## src/hw/rtl/b91pe_pkg.sv

```systemverilog
// Shared constants for the base-91 position encoder.
// Reciprocals for the constant divisions and the base-91 place weights.
// No dependencies.
`default_nettype none

package b91pe_pkg;

  // Shift used by every reciprocal multiply
  localparam int unsigned RecipShift = 32;

  // Degrees/minutes split
  localparam logic [19:0] DegDiv   = 20'd1000000;
  localparam logic [12:0] DegRecip = 13'((64'd1 << RecipShift) / 64'd1000000);
  localparam logic [13:0] DegScale = 14'd10000;
  localparam logic [5:0]  MinDiv   = 6'd60;
  localparam logic [26:0] MinRecip = 27'((64'd1 << RecipShift) / 64'd60);

  // Offset references and limits
  localparam logic signed [23:0] LatRef = 24'sd900000;
  localparam logic signed [23:0] LonRef = 24'sd1800000;
  localparam logic signed [23:0] LatMax = 24'sd1800000;
  localparam logic signed [23:0] LonMax = 24'sd3600000;

  // Scale factors over 10000, split into whole and fraction parts
  localparam int unsigned LatScale   = 380926;
  localparam int unsigned LonScale   = 190463;
  localparam int unsigned ScaleDivI  = 10000;
  localparam logic [13:0] ScaleDiv   = 14'(ScaleDivI);
  localparam logic [5:0]  LatWhole   = 6'(LatScale / ScaleDivI);
  localparam logic [9:0]  LatFrac    = 10'(LatScale % ScaleDivI);
  localparam logic [5:0]  LonWhole   = 6'(LonScale / ScaleDivI);
  localparam logic [9:0]  LonFrac    = 10'(LonScale % ScaleDivI);
  localparam logic [18:0] ScaleRecip = 19'((64'd1 << RecipShift) / 64'd10000);

  // Base-91 place weights and their reciprocals
  localparam logic [19:0] Weight0 = 20'd753571;
  localparam logic [13:0] Weight1 = 14'd8281;
  localparam logic [6:0]  Weight2 = 7'd91;
  localparam logic [12:0] Recip0  = 13'((64'd1 << RecipShift) / 64'd753571);
  localparam logic [18:0] Recip1  = 19'((64'd1 << RecipShift) / 64'd8281);
  localparam logic [25:0] Recip2  = 26'((64'd1 << RecipShift) / 64'd91);

  // ASCII '!'
  localparam logic [6:0] CharBase = 7'd33;

endpackage

`default_nettype wire

```

## src/hw/rtl/b91pe_deg.sv

```systemverilog
// Degrees-and-minutes to decimal degrees, offset from the reference and clamp.
// Five register stages with per-stage valid. Uses b91pe_pkg.
`default_nettype none

module b91pe_deg (
  input  logic        clk_i,
  input  logic        rst_ni,
  input  logic        valid_i,
  output logic        stall_o,
  input  logic        func_i,
  input  logic [27:0] coord_i,
  input  logic        sow_i,
  output logic        valid_o,
  input  logic        stall_i,
  output logic        func_o,
  output logic [21:0] off_o,
  output logic        clamped_o
);

  localparam int Stages = 5;

  logic [Stages-1:0] v_q;
  logic [Stages:0]   rdy;

  always_comb begin
    rdy[Stages] = !stall_i;
    for (int k = Stages - 1; k >= 0; k--) begin
      rdy[k] = !v_q[k] || rdy[k+1];
    end
  end

  always_ff @(posedge clk_i or negedge rst_ni) begin
    if (!rst_ni) begin
      v_q <= '0;
    end else begin
      if (rdy[0]) v_q[0] <= valid_i;
      for (int k = 1; k < Stages; k++) begin
        if (rdy[k]) v_q[k] <= v_q[k-1];
      end
    end
  end

  assign stall_o = !rdy[0];
  assign valid_o = v_q[Stages-1];

  // stage 0: estimate of whole degrees
  logic [40:0] p0;
  logic [27:0] s0_coord_q;
  logic [8:0]  s0_q_q;
  logic        s0_func_q, s0_sow_q;
  assign p0 = 41'(coord_i) * 41'(b91pe_pkg::DegRecip);

  // stage 1: correct degrees, minute part
  logic [27:0] r1;
  logic        ge1;
  logic [8:0]  s1_q_q;
  logic [19:0] s1_m_q;
  logic        s1_func_q, s1_sow_q;
  assign r1  = s0_coord_q - 28'(28'(s0_q_q) * 28'(b91pe_pkg::DegDiv));
  assign ge1 = r1 >= 28'(b91pe_pkg::DegDiv);

  // stage 2: minutes / 60 estimate, degrees times 10000
  logic [46:0] p2;
  logic [19:0] s2_m_q;
  logic [14:0] s2_est_q;
  logic [21:0] s2_w_q;
  logic        s2_func_q, s2_sow_q;
  assign p2 = 47'(s1_m_q) * 47'(b91pe_pkg::MinRecip);

  // stage 3: corrected decimal value
  logic [19:0] r3;
  logic        ge3;
  logic [21:0] s3_dec_q;
  logic        s3_func_q, s3_sow_q;
  assign r3  = s2_m_q - 20'(20'(s2_est_q) * 20'(b91pe_pkg::MinDiv));
  assign ge3 = r3 >= 20'(b91pe_pkg::MinDiv);

  // stage 4: offset and clamp
  logic signed [23:0] base, lim, off;
  logic               add_dec;
  logic [21:0]        off_d;
  logic               clip_d;
  always_comb begin
    base    = s3_func_q ? b91pe_pkg::LonRef : b91pe_pkg::LatRef;
    lim     = s3_func_q ? b91pe_pkg::LonMax : b91pe_pkg::LatMax;
    add_dec = s3_func_q ? !s3_sow_q : s3_sow_q;
    off     = add_dec ? base + $signed({2'b00, s3_dec_q})
                      : base - $signed({2'b00, s3_dec_q});
    clip_d  = 1'b0;
    off_d   = off[21:0];
    if (off < 0) begin
      off_d  = '0;
      clip_d = 1'b1;
    end else if (off > lim) begin
      off_d  = lim[21:0];
      clip_d = 1'b1;
    end
  end

  always_ff @(posedge clk_i) begin
    if (rdy[0]) begin
      s0_coord_q <= coord_i;
      s0_q_q     <= p0[40:32];
      s0_func_q  <= func_i;
      s0_sow_q   <= sow_i;
    end
    if (rdy[1]) begin
      s1_q_q    <= s0_q_q + 9'(ge1);
      s1_m_q    <= ge1 ? 20'(r1 - 28'(b91pe_pkg::DegDiv)) : r1[19:0];
      s1_func_q <= s0_func_q;
      s1_sow_q  <= s0_sow_q;
    end
    if (rdy[2]) begin
      s2_m_q    <= s1_m_q;
      s2_est_q  <= p2[46:32];
      s2_w_q    <= 22'(s1_q_q) * 22'(b91pe_pkg::DegScale);
      s2_func_q <= s1_func_q;
      s2_sow_q  <= s1_sow_q;
    end
    if (rdy[3]) begin
      s3_dec_q  <= s2_w_q + 22'(s2_est_q) + 22'(ge3);
      s3_func_q <= s2_func_q;
      s3_sow_q  <= s2_sow_q;
    end
    if (rdy[4]) begin
      off_o     <= off_d;
      clamped_o <= clip_d;
      func_o    <= s3_func_q;
    end
  end

  // latitude offsets never leave 0..1800000 after the clamp
  a_lat_range: assert property (@(posedge clk_i) disable iff (!rst_ni)
    (valid_o && !func_o) |-> (off_o <= 22'd1800000))
    else $error("latitude offset out of range");

  // minute remainder after correction stays below one degree
  a_min_part: assert property (@(posedge clk_i) disable iff (!rst_ni)
    v_q[1] |-> (s1_m_q < b91pe_pkg::DegDiv))
    else $error("minute part not reduced");

endmodule

`default_nettype wire

```

## src/hw/rtl/b91pe_scale.sv

```systemverilog
// Scales the clamped offset by 380926 or 190463 over 10000, floor.
// Three register stages with per-stage valid. Uses b91pe_pkg.
`default_nettype none

module b91pe_scale (
  input  logic        clk_i,
  input  logic        rst_ni,
  input  logic        valid_i,
  output logic        stall_o,
  input  logic        func_i,
  input  logic [21:0] off_i,
  input  logic        clamped_i,
  output logic        valid_o,
  input  logic        stall_i,
  output logic [26:0] val_o,
  output logic        clamped_o
);

  localparam int Stages = 3;

  logic [Stages-1:0] v_q;
  logic [Stages:0]   rdy;

  always_comb begin
    rdy[Stages] = !stall_i;
    for (int k = Stages - 1; k >= 0; k--) begin
      rdy[k] = !v_q[k] || rdy[k+1];
    end
  end

  always_ff @(posedge clk_i or negedge rst_ni) begin
    if (!rst_ni) begin
      v_q <= '0;
    end else begin
      if (rdy[0]) v_q[0] <= valid_i;
      for (int k = 1; k < Stages; k++) begin
        if (rdy[k]) v_q[k] <= v_q[k-1];
      end
    end
  end

  assign stall_o = !rdy[0];
  assign valid_o = v_q[Stages-1];

  // stage 0: whole and fractional products
  logic [9:0]  k_frac;
  logic [5:0]  k_whole;
  logic [30:0] s0_x_q;
  logic [26:0] s0_y_q;
  logic        s0_clip_q;
  assign k_frac  = func_i ? b91pe_pkg::LonFrac : b91pe_pkg::LatFrac;
  assign k_whole = func_i ? b91pe_pkg::LonWhole : b91pe_pkg::LatWhole;

  // stage 1: fraction / 10000 estimate
  logic [49:0] p1;
  logic [30:0] s1_x_q;
  logic [26:0] s1_y_q;
  logic [17:0] s1_est_q;
  logic        s1_clip_q;
  assign p1 = 50'(s0_x_q) * 50'(b91pe_pkg::ScaleRecip);

  // stage 2: correct and sum
  logic [30:0] r2;
  logic        ge2;
  assign r2  = s1_x_q - 31'(31'(s1_est_q) * 31'(b91pe_pkg::ScaleDiv));
  assign ge2 = r2 >= 31'(b91pe_pkg::ScaleDiv);

  always_ff @(posedge clk_i) begin
    if (rdy[0]) begin
      s0_x_q    <= 31'(off_i) * 31'(k_frac);
      s0_y_q    <= 27'(off_i) * 27'(k_whole);
      s0_clip_q <= clamped_i;
    end
    if (rdy[1]) begin
      s1_x_q    <= s0_x_q;
      s1_y_q    <= s0_y_q;
      s1_est_q  <= p1[49:32];
      s1_clip_q <= s0_clip_q;
    end
    if (rdy[2]) begin
      val_o     <= s1_y_q + 27'(s1_est_q) + 27'(ge2);
      clamped_o <= s1_clip_q;
    end
  end

  // scaled value always fits four base-91 digits
  a_val_range: assert property (@(posedge clk_i) disable iff (!rst_ni)
    valid_o |-> (val_o <= 27'd68566680))
    else $error("scaled value exceeds four digits");

endmodule

`default_nettype wire

```

## src/hw/rtl/b91pe_digits.sv

```systemverilog
// Splits the scaled value into four base-91 digits and adds '!'.
// Six register stages with per-stage valid. Uses b91pe_pkg.
`default_nettype none

module b91pe_digits (
  input  logic        clk_i,
  input  logic        rst_ni,
  input  logic        valid_i,
  output logic        stall_o,
  input  logic [26:0] val_i,
  input  logic        clamped_i,
  output logic        valid_o,
  input  logic        stall_i,
  output logic [6:0]  char0_o,
  output logic [6:0]  char1_o,
  output logic [6:0]  char2_o,
  output logic [6:0]  char3_o,
  output logic        clamped_o
);

  localparam int Stages = 6;

  logic [Stages-1:0] v_q;
  logic [Stages:0]   rdy;

  always_comb begin
    rdy[Stages] = !stall_i;
    for (int k = Stages - 1; k >= 0; k--) begin
      rdy[k] = !v_q[k] || rdy[k+1];
    end
  end

  always_ff @(posedge clk_i or negedge rst_ni) begin
    if (!rst_ni) begin
      v_q <= '0;
    end else begin
      if (rdy[0]) v_q[0] <= valid_i;
      for (int k = 1; k < Stages; k++) begin
        if (rdy[k]) v_q[k] <= v_q[k-1];
      end
    end
  end

  assign stall_o = !rdy[0];
  assign valid_o = v_q[Stages-1];

  // stage 0: top digit estimate
  logic [39:0] p0;
  logic [26:0] s0_val_q;
  logic [6:0]  s0_e_q;
  logic        s0_clip_q;
  assign p0 = 40'(val_i) * 40'(b91pe_pkg::Recip0);

  // stage 1: top digit correct
  logic [26:0] r1;
  logic        ge1;
  logic [6:0]  s1_d0_q;
  logic [19:0] s1_rem_q;
  logic        s1_clip_q;
  assign r1  = s0_val_q - 27'(27'(s0_e_q) * 27'(b91pe_pkg::Weight0));
  assign ge1 = r1 >= 27'(b91pe_pkg::Weight0);

  // stage 2: second digit estimate
  logic [38:0] p2;
  logic [6:0]  s2_d0_q, s2_e_q;
  logic [19:0] s2_rem_q;
  logic        s2_clip_q;
  assign p2 = 39'(s1_rem_q) * 39'(b91pe_pkg::Recip1);

  // stage 3: second digit correct
  logic [19:0] r3;
  logic        ge3;
  logic [6:0]  s3_d0_q, s3_d1_q;
  logic [13:0] s3_rem_q;
  logic        s3_clip_q;
  assign r3  = s2_rem_q - 20'(20'(s2_e_q) * 20'(b91pe_pkg::Weight1));
  assign ge3 = r3 >= 20'(b91pe_pkg::Weight1);

  // stage 4: third digit estimate
  logic [39:0] p4;
  logic [6:0]  s4_d0_q, s4_d1_q, s4_e_q;
  logic [13:0] s4_rem_q;
  logic        s4_clip_q;
  assign p4 = 40'(s3_rem_q) * 40'(b91pe_pkg::Recip2);

  // stage 5: third digit correct, last digit is the remainder
  logic [13:0] r5;
  logic        ge5;
  logic [6:0]  d3;
  assign r5  = s4_rem_q - 14'(14'(s4_e_q) * 14'(b91pe_pkg::Weight2));
  assign ge5 = r5 >= 14'(b91pe_pkg::Weight2);
  assign d3  = ge5 ? 7'(r5 - 14'(b91pe_pkg::Weight2)) : r5[6:0];

  always_ff @(posedge clk_i) begin
    if (rdy[0]) begin
      s0_val_q  <= val_i;
      s0_e_q    <= p0[38:32];
      s0_clip_q <= clamped_i;
    end
    if (rdy[1]) begin
      s1_d0_q   <= s0_e_q + 7'(ge1);
      s1_rem_q  <= ge1 ? 20'(r1 - 27'(b91pe_pkg::Weight0)) : r1[19:0];
      s1_clip_q <= s0_clip_q;
    end
    if (rdy[2]) begin
      s2_d0_q   <= s1_d0_q;
      s2_e_q    <= p2[38:32];
      s2_rem_q  <= s1_rem_q;
      s2_clip_q <= s1_clip_q;
    end
    if (rdy[3]) begin
      s3_d0_q   <= s2_d0_q;
      s3_d1_q   <= s2_e_q + 7'(ge3);
      s3_rem_q  <= ge3 ? 14'(r3 - 20'(b91pe_pkg::Weight1)) : r3[13:0];
      s3_clip_q <= s2_clip_q;
    end
    if (rdy[4]) begin
      s4_d0_q   <= s3_d0_q;
      s4_d1_q   <= s3_d1_q;
      s4_e_q    <= p4[38:32];
      s4_rem_q  <= s3_rem_q;
      s4_clip_q <= s3_clip_q;
    end
    if (rdy[5]) begin
      char0_o   <= s4_d0_q + b91pe_pkg::CharBase;
      char1_o   <= s4_d1_q + b91pe_pkg::CharBase;
      char2_o   <= s4_e_q + 7'(ge5) + b91pe_pkg::CharBase;
      char3_o   <= d3 + b91pe_pkg::CharBase;
      clamped_o <= s4_clip_q;
    end
  end

  // remainders after correction are below their place weight
  a_rem1: assert property (@(posedge clk_i) disable iff (!rst_ni)
    v_q[1] |-> (s1_rem_q < b91pe_pkg::Weight0))
    else $error("first remainder not reduced");

  a_rem3: assert property (@(posedge clk_i) disable iff (!rst_ni)
    v_q[3] |-> (s3_rem_q < b91pe_pkg::Weight1))
    else $error("second remainder not reduced");

endmodule

`default_nettype wire

```

## src/hw/rtl/base91_position_encoder_unit.sv

```systemverilog
// Pipeline: 14 register stages (5 conversion, 3 scaling, 6 digit); an item
// accepted at the input passes through them in order, and out_valid_o is the
// valid bit of the last digit stage. Throughput: one item per cycle while
// out_stall_i is low; every stage holds one item and an empty stage fills
// even while stages ahead are held; a stalled output holds only full stages.
// Reset: rst_ni clears all stage valid bits; payload registers are not reset.
// Top level: b91pe_deg -> b91pe_scale -> b91pe_digits. Uses b91pe_pkg.
`default_nettype none

module base91_position_encoder_unit (
  input  logic        clk_i,
  input  logic        rst_ni,
  // input item
  input  logic        in_valid_i,
  output logic        in_stall_o,
  input  logic        func_i,
  input  logic [27:0] coord_i,
  input  logic        south_or_west_i,
  // result item
  output logic        out_valid_o,
  input  logic        out_stall_i,
  output logic [6:0]  code_char_0_o,
  output logic [6:0]  code_char_1_o,
  output logic [6:0]  code_char_2_o,
  output logic [6:0]  code_char_3_o,
  output logic        clamped_o
);

  // conversion -> scaling handshake and payload
  logic        deg_valid, deg_stall;
  logic        deg_func, deg_clip;
  logic [21:0] deg_off;

  // scaling -> digit split handshake and payload
  logic        scl_valid, scl_stall;
  logic [26:0] scl_val;
  logic        scl_clip;

  // ddmm.mmmm to decimal degrees, offset from 90 N or 180 W, clamp
  b91pe_deg u_deg (
    .clk_i     (clk_i),
    .rst_ni    (rst_ni),
    .valid_i   (in_valid_i),
    .stall_o   (in_stall_o),
    .func_i    (func_i),
    .coord_i   (coord_i),
    .sow_i     (south_or_west_i),
    .valid_o   (deg_valid),
    .stall_i   (deg_stall),
    .func_o    (deg_func),
    .off_o     (deg_off),
    .clamped_o (deg_clip)
  );

  // offset * scale / 10000, exact floor
  b91pe_scale u_scale (
    .clk_i     (clk_i),
    .rst_ni    (rst_ni),
    .valid_i   (deg_valid),
    .stall_o   (deg_stall),
    .func_i    (deg_func),
    .off_i     (deg_off),
    .clamped_i (deg_clip),
    .valid_o   (scl_valid),
    .stall_i   (scl_stall),
    .val_o     (scl_val),
    .clamped_o (scl_clip)
  );

  // four base-91 digits; its last stage is the output register
  b91pe_digits u_digits (
    .clk_i     (clk_i),
    .rst_ni    (rst_ni),
    .valid_i   (scl_valid),
    .stall_o   (scl_stall),
    .val_i     (scl_val),
    .clamped_i (scl_clip),
    .valid_o   (out_valid_o),
    .stall_i   (out_stall_i),
    .char0_o   (code_char_0_o),
    .char1_o   (code_char_1_o),
    .char2_o   (code_char_2_o),
    .char3_o   (code_char_3_o),
    .clamped_o (clamped_o)
  );

  // the input can only be held back by a stalled output
  a_stall_source: assert property (@(posedge clk_i) disable iff (!rst_ni)
    in_stall_o |-> (out_valid_o && out_stall_i))
    else $error("input stalled while output free");

  // every character is printable base-91
  a_char_range: assert property (@(posedge clk_i) disable iff (!rst_ni)
    out_valid_o |-> (code_char_0_o >= 7'd33 && code_char_0_o <= 7'd123 &&
                     code_char_1_o >= 7'd33 && code_char_1_o <= 7'd123 &&
                     code_char_2_o >= 7'd33 && code_char_2_o <= 7'd123 &&
                     code_char_3_o >= 7'd33 && code_char_3_o <= 7'd123))
    else $error("character out of base-91 range");

endmodule

`default_nettype wire

```

## config.mk

```make
export PLATFORM = sky130hd
export DESIGN_NAME = base91_position_encoder_unit
export DESIGN_NICKNAME = d
export VERILOG_FILES = /design/src/hw/rtl/b91pe_pkg.sv /design/src/hw/rtl/b91pe_deg.sv /design/src/hw/rtl/b91pe_scale.sv /design/src/hw/rtl/b91pe_digits.sv /design/src/hw/rtl/base91_position_encoder_unit.sv
export SDC_FILE = /design/constraint.sdc
export NUM_CORES = 2
export LEC_CHECK = 0
export ABC_AREA = 1
export BUFFER_PORTS_ARGS = -buffer_cell sky130_fd_sc_hd__buf_2
export CAP_MARGIN = 10
export CORE_AREA = 2 2 437 396
export DETAILED_ROUTE_END_ITERATION = 16
export DIE_AREA = 0 0 439 398
export PLACE_DENSITY_LB_ADDON = 0.05
export SETUP_SLACK_MARGIN = 0.05
export SLEW_MARGIN = 15
export SYNTH_ARGS = -nofsm -noshare
export SYNTH_HDL_FRONTEND = slang
export SYNTH_HIERARCHICAL = 1
export SYNTH_SLANG_ARGS = --single-unit
```

## constraint.sdc

```tcl
create_clock -name clk_i -period 17.5 [get_ports clk_i]
set_input_delay 0 -clock clk_i [delete_from_list [all_inputs] [get_ports clk_i]]
set_output_delay 0 -clock clk_i [all_outputs]
set_load 0.02 [all_outputs]
```

==> impl_metrics.toml <==
[outcome]
status = "complete, no violations"

[die]
ios = 65
dieArea_mm2 = 0.175
initial_core_util_pct = 48.7
die_h_um = 398
rows = 144
core-area_mm2 = 0.170
chipWidth_um = 439

[clock_tree]
clk-insertion-delay-late_ns = 0.72
cts_setup_buffers = 0
clock_sinks = 537
clk_path_buf_depth = 3
root_buffer = "clkbuf_16"
path_clk_slew_ns = 0.06
h-tree-depth = 3
cts_buffers = 69
post_cts_resize_count = 0
cts_tree = "yes"

[sta]
drv_slew = 0
rsz0062_at_grt = "false"
finalCritPeriodShare_pct = 47.9
setup_tns_ns = 0
fmax_mhz = 119
relSlewSlack_pct = 28.4
min_period_ns = 8.39
finalSetupViolCount = 0
finalHoldViolCount = 0
worst_pin_slew_ns = 1.07
final.setup_skew_ns = 0.0473

[setup_path]
cp-end-kind = "flip-flop"
rr_worst_depth = 44
max_stage_delay_ns = 0.56
crit_slowest_cell = "fa_1"
critPathRequiredTime_ns = 17.95
critPathKind = "reg2reg"
crit_path_start_kind = "flip-flop"
path_max_fanout = 6
cp_common_cell = "nand2_1"
worst-r2r-setup-slack_ns = 9.11
worstPathArrival_ns = 8.85

[global_route]
antenna_found_initial = 4
overflow = 0
grt_pass1_vias = 61800
grt_pass1_wl_mm = 338
grtUsageTotal_pct = 24.6
grt_max_degree = 54

[cells_and_area]
syn2layout_area_growth_pct = 7.21
n_fill_cell = 16100
nets = 11900
drive_gt1_share_pct = 3.66

[logic_synthesis]
syn_inst = 9190
syn_area_per_cell_um2 = 9.03
synth_cell_types = 75
ys_ff_latch = 537
synth_area_mm2 = 0.0830
synthArstFlopShare_pct = 2.61
synth-main-ff-cell = "edfxtp_1"
ys_seq_area_share_pct = 19.3
ys_warn_count = 6
synth_edf_count = 523

[drt]
drt-pass1-iter-count = 8
vias_per_cell = 5.10
wirelength_mm = 209
antenna_left = 0
route.detailed.drc = 0
drtIter0Drc = 3186
vias = 59800
wl_per_cell_um = 17.8

[place]
io_buffers = 64
hpwl_mm = 181
place_congestion = 0.939

[min_path]
hold_class = "in2reg"
hold_depth = 3

[flow_run]
maxCapViolations = 0
[synthesized netlist by cell type (16+ instances only)]
| master | count | area (µm²) |
|---|---|---|
| a21o_1 | 36 | 270 |
| a21oi_1 | 483 | 2420 |
| a31oi_1 | 49 | 307 |
| edfxtp_1 | 523 | 15700 |
| fa_1 | 1035 | 20700 |
| ha_1 | 1404 | 17600 |
| inv_1 | 2255 | 8460 |
| inv_2 | 23 | 86.3 |
| nand2_1 | 1372 | 5150 |
| nand2_2 | 31 | 194 |
| nand3_1 | 299 | 1500 |
| nand3b_1 | 16 | 120 |
| nand4_1 | 110 | 688 |
| nor2_1 | 509 | 1910 |
| nor2_2 | 16 | 100 |
| nor3_1 | 79 | 395 |
| nor4_1 | 27 | 169 |
| o21a_1 | 27 | 203 |
| o21ai_0 | 237 | 1190 |
| o21ai_1 | 23 | 115 |
| o21bai_1 | 47 | 353 |
| xnor2_1 | 121 | 1060 |
| xor2_1 | 247 | 2160 |
[layout make-up]
type,instances,area (µm²),share of cell area (%)
timing repair buffer,117,821,0.922
sequential,537,16100,18.0
clock buffer,75,1760,1.98
tap,2263,2830,3.18
antenna,3,7.51,0.00844
multi-input combinational,6378,58300,65.5
inverter,2279,8560,9.62
clock inverter,53,667,0.749
[cell families (layout without fill, tap and decap cells)]
family | count (synthesis) | in the layout | synth area share, %
XOR/XNOR | 374 | 374 | 4.01
flip-flops | 537 | 537 | 19.3
buffers and inverters | 2311 | 2524 | 10.6
other | 2 | 41 | 0.00905
AND/OR/NAND/NOR | 2514 | 2514 | 12.9
AO/OA/AOI/OAI | 1013 | 1013 | 6.98
adder cells (fa/ha/maj) | 2439 | 2439 | 46.1
[layer usage]
metal	vias to the layer above	wire (µm)	global-route usage [%]	share of wire (%)
met5	-	0	0	0
met4	0	4320	5.07	2.1
met3	188	6630	2.44	3.2
met2	936	98400	41.3	47
met1	29000	99300	34.5	48
li1	29600	-	-	-
[registers in the layout, indices dropped and copies added, names as in the netlist, 22 cells and up]
signal / count
u_deg/off_o: 22
u_scale/s0_y_q: 25
u_scale/s1_y_q: 25
u_scale/val_o: 27
u_deg/s3_dec_q: 22
u_digits/s0_val_q: 27
u_deg/s0_coord_q: 28
u_scale/s0_x_q: 31
u_scale/s1_x_q: 31
[layout by cell type (no fill, tap or decap), types with 25 or more instances in the layout]
| master | instances |
|---|---|
| nand3_1 | 299 |
| nand2_1 | 1372 |
| edfxtp_1 | 523 |
| nor4_1 | 27 |
| buf_2 | 64 |
| nand2_2 | 31 |
| clkbuf_16 | 69 |
| dlygate4sd3_1 | 36 |
| xnor2_1 | 121 |
| inv_2 | 25 |
| a31oi_1 | 49 |
| o21a_1 | 27 |
| nand4_1 | 110 |
| nor3_1 | 79 |
| o21bai_1 | 47 |
| conb_1 | 38 |
| ha_1 | 1404 |
| inv_1 | 2252 |
| a21oi_1 | 483 |
| a21o_1 | 36 |
| o21ai_0 | 237 |
| xor2_1 | 247 |
| fa_1 | 1035 |
| nor2_1 | 509 |
[path summary, 6_finish.rpt]
check | from | to
worst max-delay path | u_scale/s1_est_q[11] | u_scale/val_o[22]
worst min-delay path | in_valid_i | u_deg/v_q[0]
worst max register to register | u_scale/s1_est_q[11] | u_scale/val_o[22]
worst min register to register | u_digits/s3_d0_q[3] | u_digits/s4_d0_q[3]
max in group asynchronous | rst_ni | u_deg/v_q[0]
min in group asynchronous | rst_ni | u_deg/v_q[3]
[critical path, delay by kind of cell, from the launching register on]
kind                       cells  cell delay (ns)
DFF                            1             0.52
buffers and inverters          4             0.31
xor gates and xnor gates       1             0.12
AOI/OAI and AO/OA              8             1.45
adders and majority gates      9             3.60
and+or+nand+nor               22             2.17
[repair_timing]
action	4_1_cts	5_1_grt
endpoints found under the setup margin	0	0
hold endpoints to repair	78	0
hold buffers	37	0
[metrics by stage]
step / setup slack, ns / instance area (µm²) / util, % / hold WS [ns] / cells
after CTS: 9.14 / 89000 / 52.3 / 0.0502 / 11700
after global placement: 9.24 / 86200 / 50.6 / 0.181 / 11500
final: 9.11 / 89000 / 52.3 / 0.101 / 11700
after floorplan: 5.85 / 83100 / - / -0.296 / 9226
after detailed placement: 9.20 / 86200 / 50.6 / 0.180 / 11500
after global routing: 8.51 / 89000 / 52.3 / 0.101 / 11700
Power is left out: the tool's default activity adds up to more than one toggle a clock period on the data nets, which glitch-free logic cannot reach.
